## src/rtl/hrs_pkg.sv

```systemverilog
package hrs_pkg;

   localparam int COUNT_WIDTH_DEFAULT = 32;
   localparam int QUEUE_DEPTH = 2;

   localparam logic [3:0] LEN_CL    = 4'd14;
   localparam logic [3:0] LEN_CONN  = 4'd10;
   localparam logic [3:0] LEN_KEEP  = 4'd10;
   localparam logic [2:0] LEN_CLOSE = 3'd5;
   localparam logic [3:0] NAME_IDX_MAX = 4'd15;

   localparam logic [31:0] MAG_CAP = 32'h8000_0000;
   localparam logic [31:0] POS_MAX = 32'h7FFF_FFFF;

   localparam logic [8*14-1:0] TXT_CL    = "content-length";
   localparam logic [8*10-1:0] TXT_CONN  = "connection";
   localparam logic [8*10-1:0] TXT_KEEP  = "keep-alive";
   localparam logic [8*5-1:0]  TXT_CLOSE = "close";

   typedef enum logic [1:0] {
      CLASS_HEADER,
      CLASS_HDR_END,
      CLASS_BODY,
      CLASS_BEYOND
   } byte_class_type;

   typedef enum logic [1:0] {
      PART_NAME,
      PART_VALUE,
      PART_ZERO_END,
      PART_IGNORED
   } line_part_type;

   typedef enum logic [1:0] {
      NUM_BLANKS,
      NUM_SIGNED,
      NUM_DIGITS,
      NUM_STOPPED
   } num_phase_type;

   typedef struct packed {
      logic [7:0] data;
      logic [7:0] lower;
      logic       is_cr;
      logic       is_lf;
      logic       is_zero;
      logic       is_colon;
      logic       is_blank;
      logic       is_plus;
      logic       is_minus;
      logic       is_digit;
      logic [3:0] digit;
   } item_type;

   function automatic logic [7:0] cl_char(input logic [3:0] idx);
      logic [7:0] c;
      c = 8'h00;
      if (idx < LEN_CL) begin
         c = TXT_CL[8*(13 - int'(idx)) +: 8];
      end
      return c;
   endfunction

   function automatic logic [7:0] conn_char(input logic [3:0] idx);
      logic [7:0] c;
      c = 8'h00;
      if (idx < LEN_CONN) begin
         c = TXT_CONN[8*(9 - int'(idx)) +: 8];
      end
      return c;
   endfunction

   function automatic logic [7:0] keep_char(input logic [3:0] idx);
      logic [7:0] c;
      c = 8'h00;
      if (idx < LEN_KEEP) begin
         c = TXT_KEEP[8*(9 - int'(idx)) +: 8];
      end
      return c;
   endfunction

   function automatic logic [7:0] close_char(input logic [2:0] idx);
      logic [7:0] c;
      c = 8'h00;
      if (idx < LEN_CLOSE) begin
         c = TXT_CLOSE[8*(4 - int'(idx)) +: 8];
      end
      return c;
   endfunction

endpackage

```

## src/rtl/hrs_front.sv

```systemverilog
module hrs_front
   import hrs_pkg::*;
(
   input  logic       clock,
   input  logic       reset,
   input  logic       req_valid,
   output logic       req_ready,
   input  logic [7:0] req_byte_value,
   input  logic       queue_full,
   output logic       push_valid,
   output item_type   push_item
);

   logic     front_valid_ff, front_valid_in;
   item_type item_ff, item_in;
   logic     accept;
   logic     advance;

   always_comb begin
      logic [7:0] b;
      b = req_byte_value;
      item_in.data     = b;
      item_in.lower    = (b >= "A" && b <= "Z") ? 8'(b + 8'd32) : b;
      item_in.is_cr    = (b == 8'h0D);
      item_in.is_lf    = (b == 8'h0A);
      item_in.is_zero  = (b == 8'h00);
      item_in.is_colon = (b == ":");
      item_in.is_blank = (b == " ") || (b == 8'h09) || (b == 8'h0B) || (b == 8'h0C);
      item_in.is_plus  = (b == "+");
      item_in.is_minus = (b == "-");
      item_in.is_digit = (b >= "0") && (b <= "9");
      item_in.digit    = 4'(b - "0");
   end

   assign advance   = front_valid_ff && !queue_full;
   assign req_ready = !front_valid_ff || !queue_full;
   assign accept    = req_valid && req_ready;

   assign push_valid = advance;
   assign push_item  = item_ff;

   always_comb begin
      front_valid_in = front_valid_ff;
      if (accept) begin
         front_valid_in = 1'b1;
      end else if (advance) begin
         front_valid_in = 1'b0;
      end
   end

   always_ff @(posedge clock) begin
      if (reset) begin
         front_valid_ff <= 1'b0;
      end else begin
         front_valid_ff <= front_valid_in;
      end
   end

   always_ff @(posedge clock) begin
      if (accept) begin
         item_ff <= item_in;
      end
   end

endmodule

```

## src/rtl/hrs_queue.sv

```systemverilog
module hrs_queue
   import hrs_pkg::*;
(
   input  logic     clock,
   input  logic     reset,
   input  logic     push_valid,
   input  item_type push_item,
   output logic     full,
   input  logic     pop,
   output logic     pop_valid,
   output item_type pop_item
);

   localparam int PTR_W = (QUEUE_DEPTH > 1) ? $clog2(QUEUE_DEPTH) : 1;
   localparam int CNT_W = $clog2(QUEUE_DEPTH + 1);

   item_type             store [QUEUE_DEPTH];
   logic [PTR_W-1:0]     wr_ptr_ff, wr_ptr_in;
   logic [PTR_W-1:0]     rd_ptr_ff, rd_ptr_in;
   logic [CNT_W-1:0]     count_ff, count_in;

   assign full      = (count_ff == CNT_W'(QUEUE_DEPTH));
   assign pop_valid = (count_ff != '0);
   assign pop_item  = store[rd_ptr_ff];

   always_comb begin
      wr_ptr_in = wr_ptr_ff;
      rd_ptr_in = rd_ptr_ff;
      count_in  = count_ff;
      if (push_valid) begin
         wr_ptr_in = (wr_ptr_ff == PTR_W'(QUEUE_DEPTH - 1)) ? '0 : PTR_W'(wr_ptr_ff + 1'b1);
      end
      if (pop) begin
         rd_ptr_in = (rd_ptr_ff == PTR_W'(QUEUE_DEPTH - 1)) ? '0 : PTR_W'(rd_ptr_ff + 1'b1);
      end
      if (push_valid && !pop) begin
         count_in = CNT_W'(count_ff + 1'b1);
      end else if (pop && !push_valid) begin
         count_in = CNT_W'(count_ff - 1'b1);
      end
   end

   always_ff @(posedge clock) begin
      if (reset) begin
         wr_ptr_ff <= '0;
         rd_ptr_ff <= '0;
         count_ff  <= '0;
      end else begin
         wr_ptr_ff <= wr_ptr_in;
         rd_ptr_ff <= rd_ptr_in;
         count_ff  <= count_in;
      end
   end

   always_ff @(posedge clock) begin
      if (push_valid) begin
         store[wr_ptr_ff] <= push_item;
      end
   end

endmodule

```

## src/rtl/hrs_back.sv

```systemverilog
module hrs_back
   import hrs_pkg::*;
#(
   parameter int COUNT_WIDTH = COUNT_WIDTH_DEFAULT
) (
   input  logic        clock,
   input  logic        reset,
   input  logic        item_valid,
   input  item_type    item,
   output logic        item_pop,
   output logic        rsp_valid,
   input  logic        rsp_ready,
   output logic [7:0]  rsp_data_byte,
   output logic [1:0]  rsp_byte_class,
   output logic        rsp_header_end,
   output logic        rsp_body_last,
   output logic signed [31:0] rsp_declared_length,
   output logic        rsp_keep_alive_seen,
   output logic        rsp_close_seen,
   output logic        rsp_persistent,
   output logic [31:0] rsp_header_bytes,
   output logic [31:0] rsp_body_bytes
);

   localparam int CW    = COUNT_WIDTH;
   localparam int CMP_W = (CW > 31) ? CW : 31;

   // Scanner state.
   logic          in_body_ff, in_body_in;
   logic [1:0]    lf_run_ff, lf_run_in;
   line_part_type part_ff, part_in;
   logic          nonempty_ff, nonempty_in;
   logic [3:0]    name_idx_ff, name_idx_in;
   logic [1:0]    miss_ff, miss_in;
   num_phase_type phase_ff, phase_in;
   logic          neg_ff, neg_in;
   logic [31:0]   accum_ff, accum_in;
   logic [3:0]    keep_pos_ff, keep_pos_in;
   logic [2:0]    close_pos_ff, close_pos_in;
   logic [1:0]    match_ff, match_in;
   logic [31:0]   length_ff, length_in;
   logic          keep_flag_ff, keep_flag_in;
   logic          close_flag_ff, close_flag_in;
   logic [CW-1:0] hdr_cnt_ff, hdr_cnt_in;
   logic [CW-1:0] body_cnt_ff, body_cnt_in;

   // Result register.
   logic           rsp_valid_ff, rsp_valid_in;
   logic [7:0]     o_data_ff;
   byte_class_type o_class_ff, o_class_in;
   logic           o_hend_ff, o_hend_in;
   logic           o_last_ff, o_last_in;
   logic [31:0]    o_length_ff;
   logic           o_keep_ff, o_close_ff, o_pers_ff;
   logic [31:0]    o_hdr_ff, o_hdr_in;
   logic [31:0]    o_body_ff, o_body_in;

   logic [31:0]   num_value;
   logic [35:0]   accum_next;
   logic [31:0]   accum_digit;
   logic [CW-1:0] body_inc;

   assign item_pop = item_valid && (!rsp_valid_ff || rsp_ready);

   // Value that a finished content-length line would store, saturated as strtol does.
   always_comb begin
      if (neg_ff) begin
         num_value = (accum_ff >= MAG_CAP) ? MAG_CAP : 32'(~accum_ff + 32'd1);
      end else begin
         num_value = (accum_ff > POS_MAX) ? POS_MAX : accum_ff;
      end
      accum_next  = {1'b0, accum_ff, 3'b000} + {3'b000, accum_ff, 1'b0} + {32'd0, item.digit};
      accum_digit = (accum_next > {4'd0, MAG_CAP}) ? MAG_CAP : accum_next[31:0];
      body_inc    = (body_cnt_ff != '1) ? CW'(body_cnt_ff + 1'b1) : body_cnt_ff;
   end

   always_comb begin
      in_body_in    = in_body_ff;
      lf_run_in     = lf_run_ff;
      part_in       = part_ff;
      nonempty_in   = nonempty_ff;
      name_idx_in   = name_idx_ff;
      miss_in       = miss_ff;
      phase_in      = phase_ff;
      neg_in        = neg_ff;
      accum_in      = accum_ff;
      keep_pos_in   = keep_pos_ff;
      close_pos_in  = close_pos_ff;
      match_in      = match_ff;
      length_in     = length_ff;
      keep_flag_in  = keep_flag_ff;
      close_flag_in = close_flag_ff;
      hdr_cnt_in    = hdr_cnt_ff;
      body_cnt_in   = body_cnt_ff;
      o_class_in    = CLASS_HEADER;
      o_hend_in     = 1'b0;
      o_last_in     = 1'b0;

      if (!in_body_ff) begin
         hdr_cnt_in = (hdr_cnt_ff != '1) ? CW'(hdr_cnt_ff + 1'b1) : hdr_cnt_ff;
         if (item.is_cr || item.is_lf) begin
            if (nonempty_ff) begin
               if (part_ff == PART_VALUE || part_ff == PART_ZERO_END) begin
                  if (match_ff[0]) begin
                     length_in = num_value;
                  end else if (match_ff[1]) begin
                     if (keep_pos_ff == LEN_KEEP) begin
                        keep_flag_in = 1'b1;
                     end else if (close_pos_ff == LEN_CLOSE) begin
                        close_flag_in = 1'b1;
                     end
                  end
               end
               part_in      = PART_NAME;
               nonempty_in  = 1'b0;
               name_idx_in  = '0;
               miss_in      = '0;
               phase_in     = NUM_BLANKS;
               neg_in       = 1'b0;
               accum_in     = '0;
               keep_pos_in  = '0;
               close_pos_in = '0;
               match_in     = '0;
            end
            if (item.is_lf) begin
               lf_run_in = 2'(lf_run_ff + 1'b1);
               // A second LF with only CRs since the first closes the header.
               if (lf_run_ff != 2'd0) begin
                  in_body_in = 1'b1;
                  o_hend_in  = 1'b1;
                  o_class_in = CLASS_HDR_END;
                  o_last_in  = (length_in == '0);
               end
            end
         end else begin
            lf_run_in   = '0;
            nonempty_in = 1'b1;
            unique case (part_ff)
               PART_NAME: begin
                  if (item.is_zero) begin
                     part_in = PART_IGNORED;
                  end else if (item.is_colon) begin
                     part_in = PART_VALUE;
                     if (!miss_ff[0] && name_idx_ff == LEN_CL) begin
                        match_in = 2'b01;
                     end else if (!miss_ff[1] && name_idx_ff == LEN_CONN) begin
                        match_in = 2'b10;
                     end else begin
                        match_in = 2'b00;
                     end
                  end else begin
                     if (name_idx_ff >= LEN_CL || item.lower != cl_char(name_idx_ff)) begin
                        miss_in[0] = 1'b1;
                     end
                     if (name_idx_ff >= LEN_CONN || item.lower != conn_char(name_idx_ff)) begin
                        miss_in[1] = 1'b1;
                     end
                     if (name_idx_ff < NAME_IDX_MAX) begin
                        name_idx_in = 4'(name_idx_ff + 1'b1);
                     end
                  end
               end
               PART_VALUE: begin
                  if (item.is_zero) begin
                     part_in = PART_ZERO_END;
                  end else begin
                     unique case (phase_ff)
                        NUM_BLANKS: begin
                           if (item.is_blank) begin
                              phase_in = NUM_BLANKS;
                           end else if (item.is_plus) begin
                              phase_in = NUM_SIGNED;
                           end else if (item.is_minus) begin
                              neg_in   = 1'b1;
                              phase_in = NUM_SIGNED;
                           end else if (item.is_digit) begin
                              accum_in = {28'd0, item.digit};
                              phase_in = NUM_DIGITS;
                           end else begin
                              phase_in = NUM_STOPPED;
                           end
                        end
                        NUM_SIGNED: begin
                           if (item.is_digit) begin
                              accum_in = {28'd0, item.digit};
                              phase_in = NUM_DIGITS;
                           end else begin
                              phase_in = NUM_STOPPED;
                           end
                        end
                        NUM_DIGITS: begin
                           if (item.is_digit) begin
                              accum_in = accum_digit;
                           end else begin
                              phase_in = NUM_STOPPED;
                           end
                        end
                        NUM_STOPPED: begin
                           phase_in = NUM_STOPPED;
                        end
                     endcase
                     if (keep_pos_ff < LEN_KEEP) begin
                        if (item.lower == keep_char(keep_pos_ff)) begin
                           keep_pos_in = 4'(keep_pos_ff + 1'b1);
                        end else begin
                           keep_pos_in = (item.lower == keep_char(4'd0)) ? 4'd1 : 4'd0;
                        end
                     end
                     if (close_pos_ff < LEN_CLOSE) begin
                        if (item.lower == close_char(close_pos_ff)) begin
                           close_pos_in = 3'(close_pos_ff + 1'b1);
                        end else begin
                           close_pos_in = (item.lower == close_char(3'd0)) ? 3'd1 : 3'd0;
                        end
                     end
                  end
               end
               PART_ZERO_END, PART_IGNORED: begin
                  part_in = part_ff;
               end
            endcase
         end
      end else begin
         // A negative length means the body has no limit.
         if (!length_ff[31] && (CMP_W'(body_cnt_ff) >= CMP_W'(length_ff[30:0]))) begin
            o_class_in = CLASS_BEYOND;
         end else begin
            o_class_in  = CLASS_BODY;
            body_cnt_in = body_inc;
            o_last_in   = !length_ff[31] && (CMP_W'(body_inc) == CMP_W'(length_ff[30:0]));
         end
      end

      o_hdr_in  = ((hdr_cnt_in >> 32) != '0) ? '1 : 32'(hdr_cnt_in);
      o_body_in = ((body_cnt_in >> 32) != '0) ? '1 : 32'(body_cnt_in);

      rsp_valid_in = rsp_valid_ff;
      if (item_pop) begin
         rsp_valid_in = 1'b1;
      end else if (rsp_ready) begin
         rsp_valid_in = 1'b0;
      end
   end

   always_ff @(posedge clock) begin
      if (reset) begin
         in_body_ff    <= 1'b0;
         lf_run_ff     <= '0;
         part_ff       <= PART_NAME;
         nonempty_ff   <= 1'b0;
         name_idx_ff   <= '0;
         miss_ff       <= '0;
         phase_ff      <= NUM_BLANKS;
         neg_ff        <= 1'b0;
         accum_ff      <= '0;
         keep_pos_ff   <= '0;
         close_pos_ff  <= '0;
         match_ff      <= '0;
         length_ff     <= '1;
         keep_flag_ff  <= 1'b0;
         close_flag_ff <= 1'b0;
         hdr_cnt_ff    <= '0;
         body_cnt_ff   <= '0;
         rsp_valid_ff  <= 1'b0;
      end else begin
         rsp_valid_ff <= rsp_valid_in;
         if (item_pop) begin
            in_body_ff    <= in_body_in;
            lf_run_ff     <= lf_run_in;
            part_ff       <= part_in;
            nonempty_ff   <= nonempty_in;
            name_idx_ff   <= name_idx_in;
            miss_ff       <= miss_in;
            phase_ff      <= phase_in;
            neg_ff        <= neg_in;
            accum_ff      <= accum_in;
            keep_pos_ff   <= keep_pos_in;
            close_pos_ff  <= close_pos_in;
            match_ff      <= match_in;
            length_ff     <= length_in;
            keep_flag_ff  <= keep_flag_in;
            close_flag_ff <= close_flag_in;
            hdr_cnt_ff    <= hdr_cnt_in;
            body_cnt_ff   <= body_cnt_in;
         end
      end
   end

   always_ff @(posedge clock) begin
      if (item_pop) begin
         o_data_ff   <= item.data;
         o_class_ff  <= o_class_in;
         o_hend_ff   <= o_hend_in;
         o_last_ff   <= o_last_in;
         o_length_ff <= length_in;
         o_keep_ff   <= keep_flag_in;
         o_close_ff  <= close_flag_in;
         o_pers_ff   <= in_body_in && keep_flag_in && !close_flag_in;
         o_hdr_ff    <= o_hdr_in;
         o_body_ff   <= o_body_in;
      end
   end

   assign rsp_valid           = rsp_valid_ff;
   assign rsp_data_byte       = o_data_ff;
   assign rsp_byte_class      = o_class_ff;
   assign rsp_header_end      = o_hend_ff;
   assign rsp_body_last       = o_last_ff;
   assign rsp_declared_length = o_length_ff;
   assign rsp_keep_alive_seen = o_keep_ff;
   assign rsp_close_seen      = o_close_ff;
   assign rsp_persistent      = o_pers_ff;
   assign rsp_header_bytes    = o_hdr_ff;
   assign rsp_body_bytes      = o_body_ff;

endmodule

```

## src/rtl/http_response_header_scanner_unit.sv

```systemverilog
// HTTP response header scanner.
// The req_ channel carries one response byte per request; the rsp_ channel
// returns one result per byte: the byte itself, its class (header, header-ending
// LF, body, beyond the declared length), the header and body-complete marks, the
// parsed content-length, the connection flags and the saturating byte counts.
// A request is accepted into a classifying register, passes through a two-entry
// queue and is scanned by the back end, whose result register drives rsp_.
// A request passes the front register, the queue and the result register before
// rsp_valid rises; one byte is taken every cycle while rsp_ready is held high.
// When the receiver holds rsp_ready low, the result register keeps its request,
// the queue and the front register fill, and req_ready falls once four
// requests are held: one in the result register, two in the queue and one in
// the front register. Reset clears all scanning state: header phase, no
// connection flags, zero counts and a declared length of -1; no result is
// valid after reset.
module http_response_header_scanner_unit
   import hrs_pkg::*;
#(
   parameter int COUNT_WIDTH = COUNT_WIDTH_DEFAULT
) (
   input  logic        clock,
   input  logic        reset,
   input  logic        req_valid,
   output logic        req_ready,
   input  logic [7:0]  req_byte_value,
   output logic        rsp_valid,
   input  logic        rsp_ready,
   output logic [7:0]  rsp_data_byte,
   output logic [1:0]  rsp_byte_class,
   output logic        rsp_header_end,
   output logic        rsp_body_last,
   output logic signed [31:0] rsp_declared_length,
   output logic        rsp_keep_alive_seen,
   output logic        rsp_close_seen,
   output logic        rsp_persistent,
   output logic [31:0] rsp_header_bytes,
   output logic [31:0] rsp_body_bytes
);

   logic     push_valid;
   item_type push_item;
   logic     queue_full;
   logic     pop;
   logic     pop_valid;
   item_type pop_item;

   hrs_front u_front (
      .clock          (clock),
      .reset          (reset),
      .req_valid      (req_valid),
      .req_ready      (req_ready),
      .req_byte_value (req_byte_value),
      .queue_full     (queue_full),
      .push_valid     (push_valid),
      .push_item      (push_item)
   );

   hrs_queue u_queue (
      .clock      (clock),
      .reset      (reset),
      .push_valid (push_valid),
      .push_item  (push_item),
      .full       (queue_full),
      .pop        (pop),
      .pop_valid  (pop_valid),
      .pop_item   (pop_item)
   );

   hrs_back #(
      .COUNT_WIDTH (COUNT_WIDTH)
   ) u_back (
      .clock               (clock),
      .reset               (reset),
      .item_valid          (pop_valid),
      .item                (pop_item),
      .item_pop            (pop),
      .rsp_valid           (rsp_valid),
      .rsp_ready           (rsp_ready),
      .rsp_data_byte       (rsp_data_byte),
      .rsp_byte_class      (rsp_byte_class),
      .rsp_header_end      (rsp_header_end),
      .rsp_body_last       (rsp_body_last),
      .rsp_declared_length (rsp_declared_length),
      .rsp_keep_alive_seen (rsp_keep_alive_seen),
      .rsp_close_seen      (rsp_close_seen),
      .rsp_persistent      (rsp_persistent),
      .rsp_header_bytes    (rsp_header_bytes),
      .rsp_body_bytes      (rsp_body_bytes)
   );

   a_hend_class: assert property (@(posedge clock) disable iff (reset)
      rsp_valid |-> (rsp_header_end == (rsp_byte_class == CLASS_HDR_END)))
      else $error("header end mark disagrees with byte class");

   a_persistent: assert property (@(posedge clock) disable iff (reset)
      (rsp_valid && rsp_persistent) |-> (rsp_keep_alive_seen && !rsp_close_seen))
      else $error("persistent reported without keep-alive or with close");

   a_beyond: assert property (@(posedge clock) disable iff (reset)
      (rsp_valid && rsp_byte_class == CLASS_BEYOND)
         |-> (!rsp_body_last && !rsp_declared_length[31]))
      else $error("beyond-length byte without a non-negative length");

   a_reset_idle: assert property (@(posedge clock)
      (!reset && $past(reset)) |-> !rsp_valid)
      else $error("result valid straight after reset");

endmodule

```

## config.mk

```make
export PLATFORM = sky130hd
export DESIGN_NAME = http_response_header_scanner_unit
export DESIGN_NICKNAME = d
export VERILOG_FILES = /design/src/rtl/hrs_pkg.sv /design/src/rtl/hrs_front.sv /design/src/rtl/hrs_queue.sv /design/src/rtl/hrs_back.sv /design/src/rtl/http_response_header_scanner_unit.sv
export SDC_FILE = /design/constraint.sdc
export NUM_CORES = 1
export LEC_CHECK = 0
export BUFFER_PORTS_ARGS = -buffer_cell sky130_fd_sc_hd__buf_4
export CORE_MARGIN = 3
export CORE_UTILIZATION = 45
export CTS_BUF_LIST = sky130_fd_sc_hd__clkbuf_8
export CTS_CLUSTER_SIZE = 8
export DETAILED_ROUTE_END_ITERATION = 10
export PLACE_DENSITY = 0.64
export SKIP_CTS_REPAIR_TIMING = 1
export SLEW_MARGIN = 15
export SYNTH_ARGS = -nofsm -noshare
export SYNTH_HDL_FRONTEND = slang
export SYNTH_HIERARCHICAL = 1
export SYNTH_SLANG_ARGS = --single-unit
```

## constraint.sdc

```tcl
create_clock -name clock -period 5.25 [get_ports clock]
set_clock_uncertainty 0.1 [all_clocks]
set_input_delay 0.2625 -clock clock [delete_from_list [all_inputs] [get_ports clock]]
set_output_delay 0.2625 -clock clock [all_outputs]
set_load 0.03 [all_outputs]
```

==> results.md <==
* Fmax at 214 MHz
* Crit-path max FO at 26
* Total global routing overflow at 0
* Status: finished, final reports clean
* Detailed Routing Iterations Pass 1 at 5
* CTS sink cnt at 347
* Synth warn at 6
* Synthesized-area fraction occupied by adder cells at 0.0705
* GRT Resource Usage Total at 0.217
* Worst ir drop on vdd at 366 uV
* Avg Cell Area, Syn at 9.11 sq um
* Via/cell ratio at 5.72
* Arrival time worst endpoint at 5.16 ns
* Crit-path cells: buf_4, mux2_2, ha_1, ha_1, inv_1, fa_1, nand2b_1, a21oi_1, o211ai_1, o211ai_1, a31oi_1, mux2_2, a2111o_1, buf_4, or4_1, nand2_1
* Clock Latency Late Sink at 0.65 ns
* P_int at 5.85 mW
* N_diodes at 0
* Largest family of logic cells by synthesized area: simple AND/OR/NAND/NOR gates
* Routed WL at roughly 56000 microns
* Max Root-Sink Buffers at 3
* Row Count at 79
* Global-route wire length before repair at around 90000 microns
* Crit share post-route at 0.890
* Placement Setup Slack at just over 0.6 ns
* Post-synthesis xor/xnor area fraction at 0.0919
* PwrDens at 391 nW/um^2
* Synth Area in Compound Gates at 0.162
* Seq pwr share at 0.421
* Post-route ant nets at 0
* Total CTS buffers at 56
* Commonest register cell after synthesis: edfxtp_1
* CP peak stage delay at 0.54 ns
* Comb pwr share at 0.331
* CP required at 5.74 ns
* Least-Margin Pin Slew at between 0.8 and 0.9 ns
* Switching Fraction at 0.371
* Slew Limit Fails at 0
* Pin count of the biggest net entering global routing at between 100 and 150
* Vias in the first global route at roughly 17000
* Post-synth ARST share at 0
* Root buf cell: clkbuf_8
* Die ar. at around 50000 sq um
* Max-cap violations at 0
* Hold slack final at 0.0451 ns
* Via count at 17494
* # setup viols final at 0
* Syn-to-layout area delta at 11.6%
* Final hold vios at 0
* DP Wirelength at about 41000 microns
* Area share of and/or/nand/nor cells after synthesis at 0.193
* Worst hold-check path type: input port to flop
* Layout cells sized above 1 at 0.113
* Register area share after synthesis at 0.413
* PnR worst setup slack at 0.579 ns
* HP Start: reset
* Classification of the worst setup path: flop to flop
* Reg2Reg Depth at 16
* Number of synthesized flops with an enable pin at 186
* Final cell utilization of the core at 0.510
* Worst-path clk slew at about 0.070 ns
* Leak Pwr at 9.44 nW
* Core Box Area at 46700 sq um
* Clock share of power at 0.248
* Count of different cell masters after synthesis at a little over 90
* Worst hold stages at 2
* RSZ-0062 raised after global routing: no
* I/O pin cnt at about 130
* Fin Setup TNS at 0 ns
* Die Span Y at between 200 and 250 microns
* Worst setup EP type: flop
* Proportion of synthesized area in mux cells at 0.0260
* P_sw at roughly 3.5 mW
* Nets at roughly 2500
* # port buffers at 124
* Critical path's slowest cell: a2111o_1
* Initial Util at 0.457
* Cells after synthesis at 2342
* Antenna violations before repair at 0
* CTS tree: built
* DR WL/cell at 18.2 microns
* H-tree levels at 2
* Die Span X at 224 microns
* Synth Register Bits at 347
* Syn Std Cell Area at between 20000 and 25000 sq um
* Fin crit period at 4.67 ns
* Relative slew slack at 0.408
* GPL Wtd Cong at 0.909
* First DRT Iteration DRCs at 1516
* Mapped Nets at 2473
* CP Launch Type: flop
* DR DRC count at 0
per-stage QoR:
stage / cell area, sq um / power, mW / cells
floorplan: 21300 / 5.97 / 2342
global placement: 22600 / 7.00 / 2951
detailed placement: 22600 / 7.05 / 2951
CTS: 23700 / 9.39 / 3051
global route: 23800 / 9.79 / 3061
finish: 23800 / 9.30 / 3061
registers in the layout, summed over array words and instances (netlist names), 2 cells and up, named ones only:
register / count
u_back/rsp_body_bytes: 32
u_back/body_cnt_ff: 32
u_back/rsp_byte_class: 2
u_back/hdr_cnt_ff: 32
u_back/name_idx_ff: 4
u_back/rsp_data_byte: 8
u_back/phase_ff: 2
u_back/rsp_declared_length: 32
u_back/lf_run_ff: 2
u_queue/store: 56
u_back/accum_ff: 32
u_back/keep_pos_ff: 4
u_back/miss_ff: 2
u_front/push_item: 19
u_back/length_ff: 32
u_back/rsp_header_bytes: 32
u_back/part_ff: 2
u_queue/count_ff: 2
u_back/close_pos_ff: 3
u_back/match_ff: 2
layout by cell type, fill, tap and decap left out, types with 14 or more instances in the layout:
master and n:
edfxtp_1 186, buf_4 142, a21o_1 25, o211ai_1 14, dfxtp_1 160, nand3_1 69, nand2_1 227, ha_1 117
and3_1 29, xnor2_1 133, nor4_1 23, mux2i_1 16, a21oi_1 128, nor3_1 68, inv_1 111, xor2_1 91
mux2_2 35, o41ai_1 19, o21ai_1 42, nand2b_1 24, or3_1 14, nand4_1 40, and2_1 17, a31oi_1 24
clkbuf_8 59, a211oi_1 27, o21ai_0 82, nor2_1 253, a211o_1 34
power groups by stage:
| stage | Sequential, mW | Combinational, mW | Clock [mW] |
|---|---|---|---|
| after global placement | 3.95 | 3.05 | 0 |
| after CTS | 3.92 | 3.09 | 2.38 |
| after detailed placement | 3.97 | 3.08 | 0 |
| after floorplan | 4.59 | 1.38 | 0 |
| after global routing | 3.97 | 3.33 | 2.49 |
| final | 3.92 | 3.08 | 2.30 |
final timing paths:
| kind | end | slack, ns |
|---|---|---|
| min | u_queue/count_ff[0]$_SDFFE_PP0P_ | 0.05 |
| min reg2reg | u_queue/store[1][26]$_DFFE_PP_ | 0.34 |
| max reg2reg | u_back/accum_ff[3]$_SDFFE_PP0P_ | 0.58 |
| max | u_back/accum_ff[3]$_SDFFE_PP0P_ | 0.58 |
Yosys cell counts (16+ instances only):
master    number  share of area
a211oi_1      27         0.0095
mux2_2        35          0.018
a31oi_1       24         0.0070
a21o_1        25         0.0088
a211o_1       34          0.014
o41ai_1       19         0.0078
nor4_1        23         0.0067
o21ai_1       43          0.010
edfxtp_1     186           0.26
and2_1        17         0.0050
xor2_1        91          0.037
inv_1         90          0.016
nand2b_1      24         0.0070
nor2_1       253          0.044
nand3_1       69          0.016
o21ai_0       82          0.019
ha_1         117          0.069
clkbuf_1     112          0.020
a21oi_1      129          0.030
and3_1        29         0.0085
dfxtp_1      161           0.15
nand2_1      227          0.040
mux2i_1       16         0.0075
xnor2_1      133          0.055
nor3_1        68          0.016
nand4_1       40          0.012
cells by family after synthesis:
| logic type | Yosys count |
|---|---|
| buf+inv | 234 |
| flops | 347 |
| compound gates | 521 |
| xor+xnor | 224 |
| fa+ha+maj | 119 |
| simple gates | 846 |
| mux | 51 |
area by class of cell:
cell class                 instances  area, sq um
sequential                       347         8810
multi-input combinational       1761        11600
fill                            4372        22800
clock buffer                      59          812
inverter                          93          354
timing repair buffer             153         1190
clock inverter                    41          285
tap                              607          759
routing by layer:
layer / routed length, microns / vias to the layer above / track usage
li1: - / 8662 / -
met1: 26300 / 8246 / 0.310
met2: 25000 / 487 / 0.346
met3: 2760 / 99 / 0.0290
met4: 1500 / 0 / 0.0664
met5: 0 / - / 0
critical path, delay by kind of cell, from the launching register on:
kind            cells  cell delay [ns]
fa+ha+maj           3             0.60
flops               1             0.36
simple gates        3             0.76
buf+inv             3             0.67
compound gates      5             1.36
mux                 2             0.75
Note: power is estimated with default switching activity, not from simulation.
